## src/sv/pfbs_pkg.sv

```systemverilog
`timescale 1ns / 1ps
// ----------------------------------------------------------------------------
// pfbs_pkg
// Shared types, constants and the color palette of the BMP frame serializer.
// ----------------------------------------------------------------------------
package pfbs_pkg;

    localparam int CFG_W        = 9;
    localparam int HDR_BYTES    = 54;
    localparam int INFO_BYTES   = 40;
    localparam int BITS_PER_PIX = 24;
    localparam int PALETTE_SIZE = 14;

    localparam logic [15:0]      BMP_MAGIC   = 16'h4D42;
    localparam logic [CFG_W-1:0] RESET_DIM   = 9'd64;
    localparam logic [23:0]      WHITE_PIXEL = 24'hFFFFFF;

    typedef enum logic [1:0] {
        CMD_PAINT  = 2'd0,
        CMD_READ   = 2'd1,
        CMD_REWIND = 2'd2,
        CMD_CLEAR  = 2'd3
    } t_cmd;

    typedef enum logic {
        CFG_IMAGE_WIDTH  = 1'b0,
        CFG_IMAGE_HEIGHT = 1'b1
    } t_cfg_idx;

    typedef struct packed {
        t_cmd       cmd;
        logic [3:0] color_index;
        logic [7:0] pixel_row;
        logic [7:0] pixel_col;
    } t_in_item;

    typedef struct packed {
        logic [7:0] file_byte;
        logic       last_of_file;
    } t_out_item;

    // controller -> datapath
    typedef struct packed {
        logic paint;
        logic rd_step;
        logic rewind;
        logic clr_step;
        logic div_start;
        logic seek_ro;
        logic seek_base;
        logic out_load;
    } t_dp_cmd;

    // datapath -> controller
    typedef struct packed {
        logic clr_last;
        logic div_done;
        logic out_free;
    } t_dp_stat;

    // pixel word: red 23:16, green 15:8, blue 7:0
    function automatic logic [23:0] palette_color(input logic [3:0] idx);
        logic [23:0] c;
        unique case (idx)
            4'd0:    c = 24'hFF0000;
            4'd1:    c = 24'hFF790B;
            4'd2:    c = 24'hFFEF14;
            4'd3:    c = 24'h00FF00;
            4'd4:    c = 24'h029502;
            4'd5:    c = 24'h00FFFF;
            4'd6:    c = 24'hB80000;
            4'd7:    c = 24'hAA5500;
            4'd8:    c = 24'hE6C757;
            4'd9:    c = 24'hE942FF;
            4'd10:   c = 24'h000000;
            4'd11:   c = 24'h515151;
            4'd12:   c = 24'h9F9F9F;
            default: c = WHITE_PIXEL;
        endcase
        return c;
    endfunction

endpackage

```

## src/sv/pfbs_chan_if.sv

```systemverilog
`timescale 1ns / 1ps
// ----------------------------------------------------------------------------
// pfbs_chan_if
// Valid/ready channel carrying one payload word per transaction.
// ----------------------------------------------------------------------------
interface pfbs_chan_if #(
    parameter type T = logic
);
    logic valid;
    logic ready;
    T     data;

    modport source (output valid, output data, input ready);
    modport sink   (input valid, input data, output ready);
endinterface

```

## src/sv/pfbs_ram.sv

```systemverilog
`timescale 1ns / 1ps
// ----------------------------------------------------------------------------
// pfbs_ram
// Simple dual-port RAM: one write port, one read port with registered data.
// ----------------------------------------------------------------------------
module pfbs_ram #(
    parameter int WIDTH = 24,
    parameter int DEPTH = 65536,
    localparam int AW   = (DEPTH > 1) ? $clog2(DEPTH) : 1
) (
    input  logic             i_clk,
    input  logic             i_we,
    input  logic [AW-1:0]    i_waddr,
    input  logic [WIDTH-1:0] i_wdata,
    input  logic             i_re,
    input  logic [AW-1:0]    i_raddr,
    output logic [WIDTH-1:0] o_rdata
);

    logic [WIDTH-1:0] mem [DEPTH];
    logic [WIDTH-1:0] r_rdata;

    always_ff @(posedge i_clk) begin
        if (i_we) begin
            mem[i_waddr] <= i_wdata;
        end
        if (i_re) begin
            r_rdata <= mem[i_raddr];
        end
    end

    assign o_rdata = r_rdata;

endmodule

```

## src/sv/pfbs_div.sv

```systemverilog
`timescale 1ns / 1ps
// ----------------------------------------------------------------------------
// pfbs_div
// Restoring divider, one quotient bit per cycle.
// ----------------------------------------------------------------------------
module pfbs_div #(
    parameter int DW = 18,
    parameter int VW = 10
) (
    input  logic          i_clk,
    input  logic          i_rst_n,
    input  logic          i_start,
    input  logic [DW-1:0] i_dividend,
    input  logic [VW-1:0] i_divisor,
    output logic          o_done,
    output logic [DW-1:0] o_quot,
    output logic [VW-1:0] o_rem
);

    localparam int CW = $clog2(DW + 1);

    logic          r_busy;
    logic          r_done;
    logic [CW-1:0] r_cnt;
    logic [DW-1:0] r_quo;
    logic [VW-1:0] r_rem;
    logic [VW-1:0] r_dvs;

    logic [VW:0]   shifted;
    logic          take;

    always_comb begin
        shifted = {r_rem, r_quo[DW-1]};
        take    = shifted >= {1'b0, r_dvs};
    end

    always_ff @(posedge i_clk) begin
        if (!i_rst_n) begin
            r_busy <= 1'b0;
            r_done <= 1'b0;
            r_cnt  <= '0;
        end else begin
            r_done <= 1'b0;
            if (i_start) begin
                r_busy <= 1'b1;
                r_cnt  <= CW'(DW);
            end else if (r_busy) begin
                r_cnt <= r_cnt - CW'(1);
                if (r_cnt == CW'(1)) begin
                    r_busy <= 1'b0;
                    r_done <= 1'b1;
                end
            end
        end
    end

    always_ff @(posedge i_clk) begin
        if (i_start) begin
            r_quo <= i_dividend;
            r_rem <= '0;
            r_dvs <= i_divisor;
        end else if (r_busy) begin
            r_quo <= {r_quo[DW-2:0], take};
            r_rem <= take ? VW'(shifted - {1'b0, r_dvs}) : shifted[VW-1:0];
        end
    end

    assign o_done = r_done;
    assign o_quot = r_quo;
    assign o_rem  = r_rem;

endmodule

```

## src/sv/pfbs_ctrl.sv

```systemverilog
`timescale 1ns / 1ps
// ----------------------------------------------------------------------------
// pfbs_ctrl
// Sequencer: clearing sweep, geometry settle and read-position seek,
// command decode and read result handoff.
// ----------------------------------------------------------------------------
module pfbs_ctrl
    import pfbs_pkg::*;
(
    input  logic     i_clk,
    input  logic     i_rst_n,
    input  logic     i_cfg_we,
    input  logic     i_item_valid,
    input  t_cmd     i_item_cmd,
    output logic     o_item_ready,
    input  t_dp_stat i_stat,
    output t_dp_cmd  o_cmd
);

    typedef enum logic [2:0] {
        S_CLEAR,
        S_IDLE,
        S_SETTLE,
        S_SEEK_RO,
        S_BASE,
        S_READ_OUT
    } t_state;

    // start value of the settle countdown that lets the geometry registers update after a config write
    localparam logic [1:0] SETTLE_INIT = 2'd2;

    t_state     r_state, n_state;
    logic       r_dirty, n_dirty;
    logic [1:0] r_settle, n_settle;
    logic       ready;
    logic       accept;

    assign ready  = (r_state == S_IDLE) && !r_dirty;
    assign accept = ready && i_item_valid;

    always_comb begin
        o_cmd           = '0;
        o_cmd.paint     = accept && (i_item_cmd == CMD_PAINT);
        o_cmd.rd_step   = accept && (i_item_cmd == CMD_READ);
        o_cmd.rewind    = accept && (i_item_cmd == CMD_REWIND);
        o_cmd.clr_step  = r_state == S_CLEAR;
        o_cmd.div_start = (r_state == S_SETTLE) && (r_settle == 2'd0);
        o_cmd.seek_ro   = (r_state == S_SEEK_RO) && i_stat.div_done;
        o_cmd.seek_base = r_state == S_BASE;
        o_cmd.out_load  = (r_state == S_READ_OUT) && i_stat.out_free;
    end

    always_comb begin
        n_state  = r_state;
        n_dirty  = r_dirty;
        n_settle = r_settle;
        unique case (r_state)
            S_CLEAR: begin
                if (i_stat.clr_last) begin
                    n_state = S_IDLE;
                end
            end
            S_IDLE: begin
                if (r_dirty) begin
                    n_state  = S_SETTLE;
                    n_dirty  = 1'b0;
                    n_settle = SETTLE_INIT;
                end else if (accept) begin
                    priority case (i_item_cmd)
                        CMD_READ:  n_state = S_READ_OUT;
                        CMD_CLEAR: n_state = S_CLEAR;
                        default:   n_state = S_IDLE;
                    endcase
                end
            end
            S_SETTLE: begin
                if (r_settle == 2'd0) begin
                    n_state = S_SEEK_RO;
                end else begin
                    n_settle = r_settle - 2'd1;
                end
            end
            S_SEEK_RO: begin
                if (i_stat.div_done) begin
                    n_state = S_BASE;
                end
            end
            S_BASE: begin
                n_state = S_IDLE;
            end
            S_READ_OUT: begin
                if (i_stat.out_free) begin
                    n_state = S_IDLE;
                end
            end
            default: begin
                n_state = S_IDLE;
            end
        endcase
        // a new write always forces another settle and seek
        if (i_cfg_we) begin
            n_dirty = 1'b1;
        end
    end

    always_ff @(posedge i_clk) begin
        if (!i_rst_n) begin
            r_state  <= S_CLEAR;
            r_dirty  <= 1'b1;
            r_settle <= SETTLE_INIT;
        end else begin
            r_state  <= n_state;
            r_dirty  <= n_dirty;
            r_settle <= n_settle;
        end
    end

    assign o_item_ready = ready;

endmodule

```

## src/sv/pfbs_dp.sv

```systemverilog
`timescale 1ns / 1ps
// ----------------------------------------------------------------------------
// pfbs_dp
// Datapath: configuration and derived geometry, frame store, read-position
// counters, header generation, seek divider and output register.
// ----------------------------------------------------------------------------
module pfbs_dp
    import pfbs_pkg::*;
#(
    parameter int MAX_WIDTH  = 256,
    parameter int MAX_HEIGHT = 256
) (
    input  logic                 i_clk,
    input  logic                 i_rst_n,
    input  logic                 i_cfg_we,
    input  logic                 i_cfg_index,
    input  logic [CFG_W-1:0]     i_cfg_data,
    input  t_in_item             i_item,
    input  t_dp_cmd              i_cmd,
    output t_dp_stat             o_stat,
    pfbs_chan_if.source          o_result
);

    localparam int DEPTH  = MAX_WIDTH * MAX_HEIGHT;
    localparam int AW     = (DEPTH > 1) ? $clog2(DEPTH) : 1;
    localparam int WV     = $clog2(MAX_WIDTH + 1);
    localparam int HV     = $clog2(MAX_HEIGHT + 1);
    localparam int OW     = $clog2(3 * MAX_WIDTH + 4);
    localparam int PW     = $clog2(HDR_BYTES + (3 * MAX_WIDTH + 3) * MAX_HEIGHT + 1);
    localparam int XW     = OW + 17;
    localparam int RECIP3 = 43691;

    // ---------------- configuration and geometry ----------------
    logic [CFG_W-1:0] r_cfg_w, r_cfg_h;

    always_ff @(posedge i_clk) begin
        if (!i_rst_n) begin
            r_cfg_w <= RESET_DIM;
            r_cfg_h <= RESET_DIM;
        end else if (i_cfg_we) begin
            unique case (t_cfg_idx'(i_cfg_index))
                CFG_IMAGE_WIDTH:  r_cfg_w <= i_cfg_data;
                CFG_IMAGE_HEIGHT: r_cfg_h <= i_cfg_data;
                default:          r_cfg_w <= r_cfg_w;
            endcase
        end
    end

    logic [WV-1:0] n_w, r_w;
    logic [HV-1:0] n_h, r_h;
    logic [OW-1:0] n_w3, r_w3;
    logic [OW-1:0] n_row_bytes, r_row_bytes;
    logic [PW-1:0] r_img, r_total;
    logic [AW-1:0] r_last_base;
    logic [HV-1:0] h_m1;

    // zero is taken as one, anything above the maximum as the maximum
    always_comb begin
        if (r_cfg_w == '0) begin
            n_w = WV'(1);
        end else if (32'(r_cfg_w) > MAX_WIDTH) begin
            n_w = WV'(MAX_WIDTH);
        end else begin
            n_w = WV'(r_cfg_w);
        end
        if (r_cfg_h == '0) begin
            n_h = HV'(1);
        end else if (32'(r_cfg_h) > MAX_HEIGHT) begin
            n_h = HV'(MAX_HEIGHT);
        end else begin
            n_h = HV'(r_cfg_h);
        end
        n_w3        = OW'(n_w) + OW'(n_w) + OW'(n_w);
        n_row_bytes = (n_w3 + OW'(3)) & ~OW'(3);
        h_m1        = r_h - HV'(1);
    end

    always_ff @(posedge i_clk) begin
        r_w         <= n_w;
        r_h         <= n_h;
        r_w3        <= n_w3;
        r_row_bytes <= n_row_bytes;
        r_img       <= PW'(r_row_bytes) * PW'(r_h);
        r_last_base <= AW'(h_m1) * AW'(r_w);
        r_total     <= r_img + PW'(HDR_BYTES);
    end

    // ---------------- frame store ----------------
    logic [AW-1:0] r_clr;
    logic [AW-1:0] paint_addr;
    logic          paint_ok;
    logic          ram_we;
    logic [AW-1:0] ram_waddr;
    logic [23:0]   ram_wdata;
    logic [AW-1:0] rd_addr;
    logic [23:0]   ram_rdata;

    always_comb begin
        paint_addr = AW'(i_item.pixel_row) * AW'(r_w) + AW'(i_item.pixel_col);
        paint_ok   = (i_item.color_index < 4'(PALETTE_SIZE))
                     && (32'(i_item.pixel_row) < 32'(r_h))
                     && (32'(i_item.pixel_col) < 32'(r_w));
        if (i_cmd.clr_step) begin
            ram_we    = 1'b1;
            ram_waddr = r_clr;
            ram_wdata = WHITE_PIXEL;
        end else begin
            ram_we    = i_cmd.paint && paint_ok;
            ram_waddr = paint_addr;
            ram_wdata = palette_color(i_item.color_index);
        end
    end

    always_ff @(posedge i_clk) begin
        if (!i_rst_n) begin
            r_clr <= '0;
        end else if (i_cmd.clr_step) begin
            r_clr <= (r_clr == AW'(DEPTH - 1)) ? '0 : r_clr + AW'(1);
        end
    end

    pfbs_ram #(
        .WIDTH (24),
        .DEPTH (DEPTH)
    ) u_store (
        .i_clk   (i_clk),
        .i_we    (ram_we),
        .i_waddr (ram_waddr),
        .i_wdata (ram_wdata),
        .i_re    (i_cmd.rd_step),
        .i_raddr (rd_addr),
        .o_rdata (ram_rdata)
    );

    // ---------------- read position ----------------
    logic [PW-1:0] r_pos;
    logic [HV-1:0] r_row;   // rows counted from the bottom of the image
    logic [OW-1:0] r_off;   // byte within the row
    logic [WV-1:0] r_x;
    logic [1:0]    r_comp;
    logic [AW-1:0] r_base;

    logic [PW-1:0] p_eff;
    logic          is_hdr, is_pad, is_last, row_end;
    logic [431:0]  hdr_vec;
    logic [7:0]    hdr_byte;
    logic [HV-1:0] seek_y;

    logic          div_done;
    logic [PW-1:0] div_quot;
    logic [OW-1:0] div_rem;
    logic [XW-1:0] xc_prod;
    logic [OW-1:0] xc_quot;
    logic [OW-1:0] xc_rem;

    always_comb begin
        p_eff   = (r_pos >= r_total) ? '0 : r_pos;
        is_hdr  = p_eff < PW'(HDR_BYTES);
        is_pad  = r_off >= r_w3;
        is_last = p_eff == r_total - PW'(1);
        row_end = r_off == r_row_bytes - OW'(1);
        rd_addr = r_base + AW'(r_x);
        seek_y  = h_m1 - r_row;
        hdr_vec = {128'd0, 32'(r_img), 32'd0, 16'(BITS_PER_PIX), 16'd1,
                   32'(r_h), 32'(r_w), 32'(INFO_BYTES), 32'(HDR_BYTES),
                   32'd0, 32'(r_total), BMP_MAGIC};
        hdr_byte = hdr_vec[{p_eff[5:0], 3'b000} +: 8];
        // split the row offset into pixel and color byte: multiply by 2^17/3,
        // exact for offsets below 2^17
        xc_prod = XW'(div_rem) * XW'(RECIP3);
        xc_quot = OW'(xc_prod >> 17);
        xc_rem  = div_rem - (xc_quot + xc_quot + xc_quot);
    end

    always_ff @(posedge i_clk) begin
        if (!i_rst_n) begin
            r_pos  <= '0;
            r_row  <= '0;
            r_off  <= '0;
            r_x    <= '0;
            r_comp <= '0;
            r_base <= '0;
        end else if (i_cmd.rd_step) begin
            r_pos <= is_last ? '0 : p_eff + PW'(1);
            if (is_hdr) begin
                // header bytes park the pixel walk at the bottom-left corner
                r_row  <= '0;
                r_off  <= '0;
                r_x    <= '0;
                r_comp <= '0;
                r_base <= r_last_base;
            end else if (row_end) begin
                r_row  <= r_row + HV'(1);
                r_off  <= '0;
                r_x    <= '0;
                r_comp <= '0;
                r_base <= r_base - AW'(r_w);
            end else begin
                r_off <= r_off + OW'(1);
                if (!is_pad) begin
                    if (r_comp == 2'd2) begin
                        r_comp <= '0;
                        r_x    <= r_x + WV'(1);
                    end else begin
                        r_comp <= r_comp + 2'd1;
                    end
                end
            end
        end else if (i_cmd.rewind) begin
            r_pos <= '0;
        end else if (i_cmd.seek_ro) begin
            r_row  <= HV'(div_quot);
            r_off  <= div_rem;
            r_x    <= WV'(xc_quot);
            r_comp <= 2'(xc_rem);
        end else if (i_cmd.seek_base) begin
            r_base <= AW'(seek_y) * AW'(r_w);
        end
    end

    // seek: row and offset from the pixel byte index
    pfbs_div #(
        .DW (PW),
        .VW (OW)
    ) u_div (
        .i_clk      (i_clk),
        .i_rst_n    (i_rst_n),
        .i_start    (i_cmd.div_start),
        .i_dividend (r_pos - PW'(HDR_BYTES)),
        .i_divisor  (r_row_bytes),
        .o_done     (div_done),
        .o_quot     (div_quot),
        .o_rem      (div_rem)
    );

    // ---------------- result ----------------
    logic       r_sel_hdr, r_sel_pad, r_last_pend;
    logic [1:0] r_csel;
    logic [7:0] r_hdr_byte;
    logic [7:0] pix_byte;
    logic [7:0] res_byte;

    always_ff @(posedge i_clk) begin
        if (i_cmd.rd_step) begin
            r_sel_hdr   <= is_hdr;
            r_sel_pad   <= is_pad;
            r_csel      <= r_comp;
            r_hdr_byte  <= hdr_byte;
            r_last_pend <= is_last;
        end
    end

    always_comb begin
        unique case (r_csel)
            2'd0:    pix_byte = ram_rdata[7:0];
            2'd1:    pix_byte = ram_rdata[15:8];
            2'd2:    pix_byte = ram_rdata[23:16];
            default: pix_byte = 8'd0;
        endcase
        if (r_sel_hdr) begin
            res_byte = r_hdr_byte;
        end else if (r_sel_pad) begin
            res_byte = 8'd0;
        end else begin
            res_byte = pix_byte;
        end
    end

    logic      r_out_valid;
    t_out_item r_out;

    always_ff @(posedge i_clk) begin
        if (!i_rst_n) begin
            r_out_valid <= 1'b0;
        end else if (i_cmd.out_load) begin
            r_out_valid <= 1'b1;
        end else if (o_result.ready) begin
            r_out_valid <= 1'b0;
        end
    end

    always_ff @(posedge i_clk) begin
        if (i_cmd.out_load) begin
            r_out.file_byte    <= res_byte;
            r_out.last_of_file <= r_last_pend;
        end
    end

    assign o_result.valid = r_out_valid;
    assign o_result.data  = r_out;

    assign o_stat.clr_last = r_clr == AW'(DEPTH - 1);
    assign o_stat.div_done = div_done;
    assign o_stat.out_free = !r_out_valid || o_result.ready;

endmodule

```

## src/sv/palette_framebuffer_bmp_serializer.sv

```systemverilog
`timescale 1ns / 1ps
// ----------------------------------------------------------------------------
// palette_framebuffer_bmp_serializer
// Palette-painted 24-bit frame store streamed out as a BMP file, byte by byte.
//
//  Port        Dir   Payload                                   Transfer
//  i_item      in    cmd, color_index, pixel_row, pixel_col    valid & ready
//  o_result    out   file_byte, last_of_file                   valid & ready
//  i_cfg_*     in    index 0 image_width, 1 image_height       i_cfg_we
//
//  Paint and rewind take effect when accepted; a read goes through the
//  frame store access, then the output register, and waits before the
//  output register only while o_result stalls. Clear sweeps all
//  MAX_WIDTH*MAX_HEIGHT frame store entries, one entry per cycle; reset
//  starts with the same sweep. After reset or a config write, a settle
//  and a seek through the PW-bit divider (PW = position width, 18 by
//  default) follow; no item is accepted until they complete.
// ----------------------------------------------------------------------------
module palette_framebuffer_bmp_serializer
    import pfbs_pkg::*;
#(
    parameter int MAX_WIDTH  = 256,
    parameter int MAX_HEIGHT = 256
) (
    input  logic             i_clk,
    input  logic             i_rst_n,
    input  logic             i_cfg_we,
    input  logic             i_cfg_index,
    input  logic [CFG_W-1:0] i_cfg_data,
    pfbs_chan_if.sink        i_item,
    pfbs_chan_if.source      o_result
);

    t_dp_cmd  dp_cmd;
    t_dp_stat dp_stat;
    t_in_item item;

    assign item = i_item.data;

    pfbs_ctrl u_ctrl (
        .i_clk        (i_clk),
        .i_rst_n      (i_rst_n),
        .i_cfg_we     (i_cfg_we),
        .i_item_valid (i_item.valid),
        .i_item_cmd   (item.cmd),
        .o_item_ready (i_item.ready),
        .i_stat       (dp_stat),
        .o_cmd        (dp_cmd)
    );

    pfbs_dp #(
        .MAX_WIDTH  (MAX_WIDTH),
        .MAX_HEIGHT (MAX_HEIGHT)
    ) u_dp (
        .i_clk       (i_clk),
        .i_rst_n     (i_rst_n),
        .i_cfg_we    (i_cfg_we),
        .i_cfg_index (i_cfg_index),
        .i_cfg_data  (i_cfg_data),
        .i_item      (item),
        .i_cmd       (dp_cmd),
        .o_stat      (dp_stat),
        .o_result    (o_result)
    );

endmodule
```

## src/flat_wrapper.sv

```systemverilog
// flat-port wrapper written by rule: the top's interface ports become plain ports
module palette_framebuffer_bmp_serializer_flat import pfbs_pkg::*;
#(
    parameter int MAX_WIDTH  = 256,
    parameter int MAX_HEIGHT = 256
)
  (i_clk, i_rst_n, i_cfg_we, i_cfg_index, i_cfg_data, i_item_valid, i_item_data, i_item_ready, o_result_valid, o_result_data, o_result_ready);
  pfbs_chan_if i_item_i ();
  pfbs_chan_if o_result_i ();
  input  logic i_clk;
  input  logic i_rst_n;
  input  logic i_cfg_we;
  input  logic i_cfg_index;
  input  logic [CFG_W-1:0] i_cfg_data;
  input wire logic [$bits(i_item_i.valid)-1:0] i_item_valid;
  input wire logic [$bits(i_item_i.data)-1:0] i_item_data;
  output wire logic [$bits(i_item_i.ready)-1:0] i_item_ready;
  output wire logic [$bits(o_result_i.valid)-1:0] o_result_valid;
  output wire logic [$bits(o_result_i.data)-1:0] o_result_data;
  input wire logic [$bits(o_result_i.ready)-1:0] o_result_ready;
  assign i_item_i.valid = i_item_valid;
  assign i_item_i.data = i_item_data;
  assign i_item_ready = i_item_i.ready;
  assign o_result_valid = o_result_i.valid;
  assign o_result_data = o_result_i.data;
  assign o_result_i.ready = o_result_ready;
  palette_framebuffer_bmp_serializer #(.MAX_WIDTH(MAX_WIDTH), .MAX_HEIGHT(MAX_HEIGHT)) u_core (.i_clk(i_clk), .i_rst_n(i_rst_n), .i_cfg_we(i_cfg_we), .i_cfg_index(i_cfg_index), .i_cfg_data(i_cfg_data), .i_item(i_item_i), .o_result(o_result_i));
endmodule
```

## config.mk

```make
export PLATFORM = sky130hd
export DESIGN_NAME = palette_framebuffer_bmp_serializer_flat
export DESIGN_NICKNAME = d
export VERILOG_FILES = /design/src/sv/pfbs_pkg.sv /design/src/sv/pfbs_chan_if.sv /design/src/sv/pfbs_ram.sv /design/src/sv/pfbs_div.sv /design/src/sv/pfbs_ctrl.sv /design/src/sv/pfbs_dp.sv /design/src/sv/palette_framebuffer_bmp_serializer.sv /design/src/flat_wrapper.sv
export SDC_FILE = /design/constraint.sdc
export NUM_CORES = 1
export LEC_CHECK = 0
export BUFFER_PORTS_ARGS = -buffer_cell sky130_fd_sc_hd__clkbuf_2
export CORE_MARGIN = 4
export CORE_UTILIZATION = 55
export CTS_CLUSTER_SIZE = 16
export DETAILED_ROUTE_END_ITERATION = 8
export GPL_TIMING_DRIVEN = 0
export PLACE_DENSITY = 0.88
export RECOVER_POWER = 100
export SETUP_SLACK_MARGIN = 0.5
export SYNTH_ARGS = -nofsm -noshare
export SYNTH_HDL_FRONTEND = slang
export SYNTH_SLANG_ARGS = --single-unit
```

## constraint.sdc

```tcl
create_clock -name i_clk -period 1.97 [get_ports i_clk]
set_input_delay 0.0985 -clock i_clk [delete_from_list [all_inputs] [get_ports i_clk]]
set_output_delay 0.0985 -clock i_clk [all_outputs]
set_load 0.05 [all_outputs]
```

==> impl_metrics.ini, run 1 <==
[finish]
multi_input_area_um2 = 845
layout_commonest_cell = dfxtp_1
final_cell_mix = 25 x dfxtp_1, 22 x nor2_1, 13 x nand2_1
syn_to_final_growth_pct = 15.8
final-seq-area_um2 = 607
antenna_cells = 0
fin_cells = 217
layout-drive-gt1-share = 0.193
final.fill_count = 206
final_nets = 206

[power]
switching_share = 0.260
vdd_drop_max_mv = 0.874
p_sw_w = 0.000340
totalPowerFinal_w = 0.00131
sequentialPowerShare = 0.493
combPwrFrac = 0.140
power.leakage_nw = 0.619
p_clk_frac = 0.367
internal_power_w = 0.000969
power_density_nw_per_um2 = 773

[hold_path]
hold_class = in2reg

[grt]
grt_use_total = 0.197
grt_overflow_total = 0
antenna_found_initial = 0
grt_pass1_vias = 1267
grt_pass1_wl_mm = 5.17
grt_max_degree = 12

[die]
core-area_um2 = 2500
die_area_um2 = 3550
start_util = 0.585
die_y_um = 59.5
rows = 18
chipWidth_um = 59.5
pin_count = 19

[worst_setup_path]
endpoint_kind = register
path_class = reg2reg
required_ns = 2.20
cp_slowest_cell = or4_1
cpPeakStageDelay_ns = 0.70
worstPathCellList = ha_1 -> nand4_1 -> or4_1 -> o21ai_4 -> nor2_1
cp_max_fo = 5
cp.arrival_ns = 2.00
worstSetupStartpointType = register

[clock_network]
insertion_delay_ns = 0.33
tritoncts = built
clockBufferDepth = 2
htree_levels = 2
numCtsBuffers = 5
cts.clk_slew.worst_paths_ns = 0.09
clockRootBuffer = clkbuf_4
clock-sinks = 30

[timing]
slew_headroom = 0.543
setup_violations = 0
hold_viol_final = 0
rsz0062_at_grt = yes
max_freq_mhz = 565
min_period_over_period = 0.899
setup_tns_ns = 0
holdWs_ns = 0.0163
worstMarginPinSlew_ns = 0.686
fin_crit_ns = 1.77
worst_clock_skew_ns = 0.00269
drv_slew = 0
fin_ws_ns = 0.200

[yosys]
yosysUniqueCellTypes = 39
synth_fp_nets = 188
synth_area_per_cell_um2 = 8.70
synthArstFlopShare = 0
synth_flop_cell = dfxtp_1
ys_seq_elements = 30
synth_area_leaders = dfxtp_1 41%, xnor2_1 6.6%, nor2_1 5.7%
synth_edf_count = 0
synth.cell_area_um2 = 1460
netlist_instances = 168
synth_top_cell_by_area = dfxtp_1
ys_warn_count = 0
yosysSeqAreaShare = 0.411
synth_top_area_frac = 0.411

[detailed_routing]
routedWlPerCell_um = 14.2
drtAntennaViolNets = 0
route.detailed.drc = 0
vias_per_cell = 5.56
dr.pass1.iters = 4
vias = 1207
routed_wirelength_mm = 3.08
drtIter0Drc = 45

[run_status]
run_status = complete, no violations

[place]
place_hpwl_mm = 2.07
gp_congestion = 0.786
port_buffers = 5
pre_cts_ws_ns = 0.232
placedCellCount = 203

[run]
maxCapViolations = 0
-- through the flow --
stage	util	area [µm²]
floorplan	-	1480
global placement	0.618	1550
detailed placement	0.618	1550
CTS	0.691	1730
global route	0.677	1690
finish	0.677	1690
-- Yosys cell counts, types with 5 or more instances --
master,count
nand3_1,6
nand2_1,14
inv_1,9
dfxtp_1,30
nor2_1,22
nor3_1,6
xnor2_1,11
clkbuf_1,5
a21oi_1,7
nor4_1,6
nand2b_1,5
-- repair_timing --
item                       CTS  global route
setup endpoints to repair   26            24
resized for setup           16             5
hold buffers                 1             0
gates cloned                 2             0
setup buffers                2             1
pin swaps                    9             4
hold endpoints to repair     1             0
-- worst max-delay path, delay by kind of cell, from the launching register on --
family / cells / cell delay, ns
simple gates: 3 / 0.87
flops: 1 / 0.35
compound gates: 1 / 0.27
fa+ha+maj: 1 / 0.17
-- sequential cells by signal, indices dropped and copies added (netlist names) --
signal                      cells
u_core.u_dp.r_clr              16
u_core.u_dp.u_div.r_cnt         5
u_core.u_ctrl.r_state           3
u_core.u_ctrl.r_settle          2
u_core.u_ctrl.r_dirty           1
u_core.u_dp.o_result.valid      1
u_core.u_dp.u_div.o_done        1
u_core.u_dp.u_div.r_busy        1
-- kinds of logic after synthesis --
| family | Yosys count | synth area share |
|---|---|---|
| AOI/OAI and AO/OA | 19 | 0.0813 |
| adders and majority gates | 4 | 0.0342 |
| and+or+nand+nor | 79 | 0.307 |
| xor gates and xnor gates | 14 | 0.0839 |
| muxes | 4 | 0.0274 |
| DFF | 30 | 0.411 |
| other | 1 | 0.00257 |
| buffers and inverters | 17 | 0.0522 |
-- area by class of cell --
type | instances | share of cell area
buffer | 8 | 0.0207
timing repair buffer | 10 | 0.0340
clock inverter | 3 | 0.0237
sequential | 30 | 0.358
tap | 30 | 0.0222
clock buffer | 5 | 0.0222
inverter | 9 | 0.0200
multi-input combinational | 122 | 0.499
-- power by group through the flow --
stage,logic (W),registers [W],clock network (W)
finish,0.000183,0.000646,0.000481
global route,0.000201,0.000649,0.000516
CTS,0.000192,0.000651,0.000492
detailed placement,0.000142,0.000660,0
global placement,0.000134,0.000658,0
floorplan,0.000116,0.000656,0
-- final timing paths --
kind	from	to	slack (ns)	cells past startpoint
worst max register to register	u_core.u_dp.r_clr[1]$_SDFFE_PN0N_	u_core.u_dp.r_clr[11]$_SDFFE_PN0N_	0.20	5
worst max-delay path	u_core.u_dp.r_clr[1]$_SDFFE_PN0N_	u_core.u_dp.r_clr[11]$_SDFFE_PN0N_	0.20	5
worst min register to register	u_core.u_ctrl.r_settle[0]$_SDFFE_PN0P_	u_core.u_ctrl.r_settle[0]$_SDFFE_PN0P_	0.50	1
worst min-delay path	i_rst_n	u_core.u_dp.r_clr[13]$_SDFFE_PN0N_	0.02	3
-- routing by layer --
layer | up-vias | global-route usage | share of wire
li1 | 618 | - | -
met1 | 559 | 0.197 | 0.42
met2 | 21 | 0.348 | 0.52
met3 | 9 | 0.0697 | 0.037
met4 | 0 | 0.114 | 0.018
met5 | - | 0 | 0
(Power assumes the default switching activity.)
==> run 2, diff against run 1 <==
--- a/config.mk
+++ b/config.mk
@@ -11,7 +11,8 @@
 export CTS_CLUSTER_SIZE = 16
 export DETAILED_ROUTE_END_ITERATION = 8
 export GPL_TIMING_DRIVEN = 0
-export PLACE_DENSITY = 0.88
+export HOLD_SLACK_MARGIN = 0.05
+export PLACE_DENSITY = 0.76
 export RECOVER_POWER = 100
 export SETUP_SLACK_MARGIN = 0.5
 export SYNTH_ARGS = -nofsm -noshare
==> impl_metrics.ini, run 2 (synthesis gave the netlist of run 1 again) <==
[run_status]
run_status = complete, no violations

[finish]
layout-drive-gt1-share = 0.273
largest_register_ffs = 16
final_cell_mix = 20 x nor2_1, 16 x dfxtp_2, 14 x nand2_1, 14 x dfxtp_1, 11 x xnor2_1
antenna_cells = 0
syn_to_final_growth_pct = 19.0
reg_top3 = u_core.u_dp.r_clr x16, u_core.u_dp.u_div.r_cnt x5, u_core.u_ctrl.r_state x3
largest_register = u_core.u_dp.r_clr
final_nets = 206
layout_commonest_cell = nor2_1

[timing]
fin_crit_ns = 1.76
drv_slew = 0
setup_tns_ns = 0
holdWs_ns = 0.0610
setup_violations = 0
worstMarginPinSlew_ns = 0.689
hold_viol_final = 0
rsz0062_at_grt = yes
max_freq_mhz = 569
min_period_over_period = 0.893
slew_headroom = 0.535
worst_clock_skew_ns = 0.00308

[clock_network]
tritoncts = built
cts.clk_slew.worst_paths_ns = 0.09
clock-sinks = 30
numCtsBuffers = 5
clockRootBuffer = clkbuf_4
htree_levels = 2
clockBufferDepth = 2
insertion_delay_ns = 0.33

[grt]
use_met3 = 0.0675
busiest_layer = met2
met1_usage = 0.216
grt_max_degree = 12
grt_overflow_total = 0
grt_pass1_wl_mm = 5.20
antenna_found_initial = 0
grt_use_total = 0.198
grt.met2_usage = 0.329
grt_pass1_vias = 1224

[detailed_routing]
drtIter0Drc = 29
vias_per_cell = 5.61
route.detailed.drc = 0
drtAntennaViolNets = 0
vias = 1218
dr.pass1.iters = 4
routedWlPerCell_um = 14.0
routed_wirelength_mm = 3.04

[power]
power.leakage_nw = 0.654
vdd_drop_max_mv = 0.605
p_sw_w = 0.000343
power_density_nw_per_um2 = 698
p_clk_frac = 0.318
switching_share = 0.282
sequentialPowerShare = 0.539
combPwrFrac = 0.142
internal_power_w = 0.000872

[worst_setup_path]
cp_max_fo = 8
endpoint_kind = register
worstSetupStartpointType = register
cp.arrival_ns = 1.98
path_class = reg2reg
required_ns = 2.19

[die]
die_area_um2 = 3550
pin_count = 19
chipWidth_um = 59.5
core-area_um2 = 2500
die_y_um = 59.5
start_util = 0.585
rows = 18

[place]
port_buffers = 5
gp_congestion = 0.777
place_hpwl_mm = 2.00

[hold_path]
hold_class = in2reg

[run]
maxCapViolations = 0
-- run 2: layout make-up --
class / count / area [µm²]
Multi-Input combinational cell: 122 / 881
Fill cell: 209 / 761
Sequential cell: 30 / 621
Timing Repair Buffer: 10 / 62.6
Clock buffer: 6 / 51.3
Buffer: 8 / 40.0
Tap cell: 30 / 37.5
Inverter: 9 / 33.8
Clock inverter: 2 / 12.5
-- run 2: final timing paths --
path | from | endpoint | slack, ns | cells past startpoint
max | u_core.u_ctrl.r_state[0]$_SDFFE_PN0P_ | u_core.u_dp.r_clr[5]$_SDFFE_PN0N_ | 0.21 | 6
min | o_result_ready | u_core.u_dp.o_result.valid$_SDFFE_PN0P_ | 0.06 | 3
max reg2reg | u_core.u_ctrl.r_state[0]$_SDFFE_PN0P_ | u_core.u_dp.r_clr[5]$_SDFFE_PN0N_ | 0.21 | 6
min reg2reg | u_core.u_dp.r_clr[12]$_SDFFE_PN0N_ | u_core.u_dp.r_clr[12]$_SDFFE_PN0N_ | 0.50 | 2
-- run 2: routing by layer --
| layer | share of wire | vias to the layer above | wire length (µm) |
|---|---|---|---|
| met5 | 0 | - | 0 |
| met4 | 0.028 | 0 | 85 |
| met3 | 0.036 | 9 | 108 |
| met2 | 0.52 | 21 | 1580 |
| met1 | 0.42 | 576 | 1270 |
| li1 | - | 612 | - |
-- run 2: critical path, cell delays in order (launching register included) --
cell and delay [ns]:
dfxtp_1 0.33, or4b_4 0.52, clkbuf_2 0.21, clkbuf_1 0.22, nor3_4 0.17, xnor2_1 0.15
nor2_1 0.05
-- run 2: metrics by stage --
| stage | cells | total power [W] | area (µm²) | worst slack, ns | utilization |
|---|---|---|---|---|---|
| 2_1_floorplan | 168 | 0.000771 | 1480 | 0.394 | - |
| 3_3_place_gp | 203 | 0.000794 | 1550 | 0.261 | 0.618 |
| 3_5_place_dp | 203 | 0.000802 | 1550 | 0.226 | 0.618 |
| 4_1_cts | 216 | 0.00123 | 1740 | 0.310 | 0.696 |
| 5_1_grt | 217 | 0.00128 | 1740 | 0.131 | 0.696 |
| 6_report | 217 | 0.00121 | 1740 | 0.211 | 0.696 |
-- run 2: what timing repair did --
item | in CTS | in global routing
hold buffers | 2 | 0
setup endpoints to repair | 24 | 24
pin swaps | 3 | 2
cloned | 1 | 0
setup buffers | 2 | 1
gates resized for setup | 28 | 23
hold endpoints to repair | 2 | 0
-- run 2: power by group through the flow --
| stage | logic (W) | registers, W | clock network, W |
|---|---|---|---|
| 6_report | 0.000173 | 0.000655 | 0.000387 |
| 5_1_grt | 0.000193 | 0.000659 | 0.000431 |
| 4_1_cts | 0.000171 | 0.000654 | 0.000402 |
| 3_5_place_dp | 0.000141 | 0.000661 | 0 |
| 3_3_place_gp | 0.000135 | 0.000659 | 0 |
| 2_1_floorplan | 0.000116 | 0.000656 | 0 |
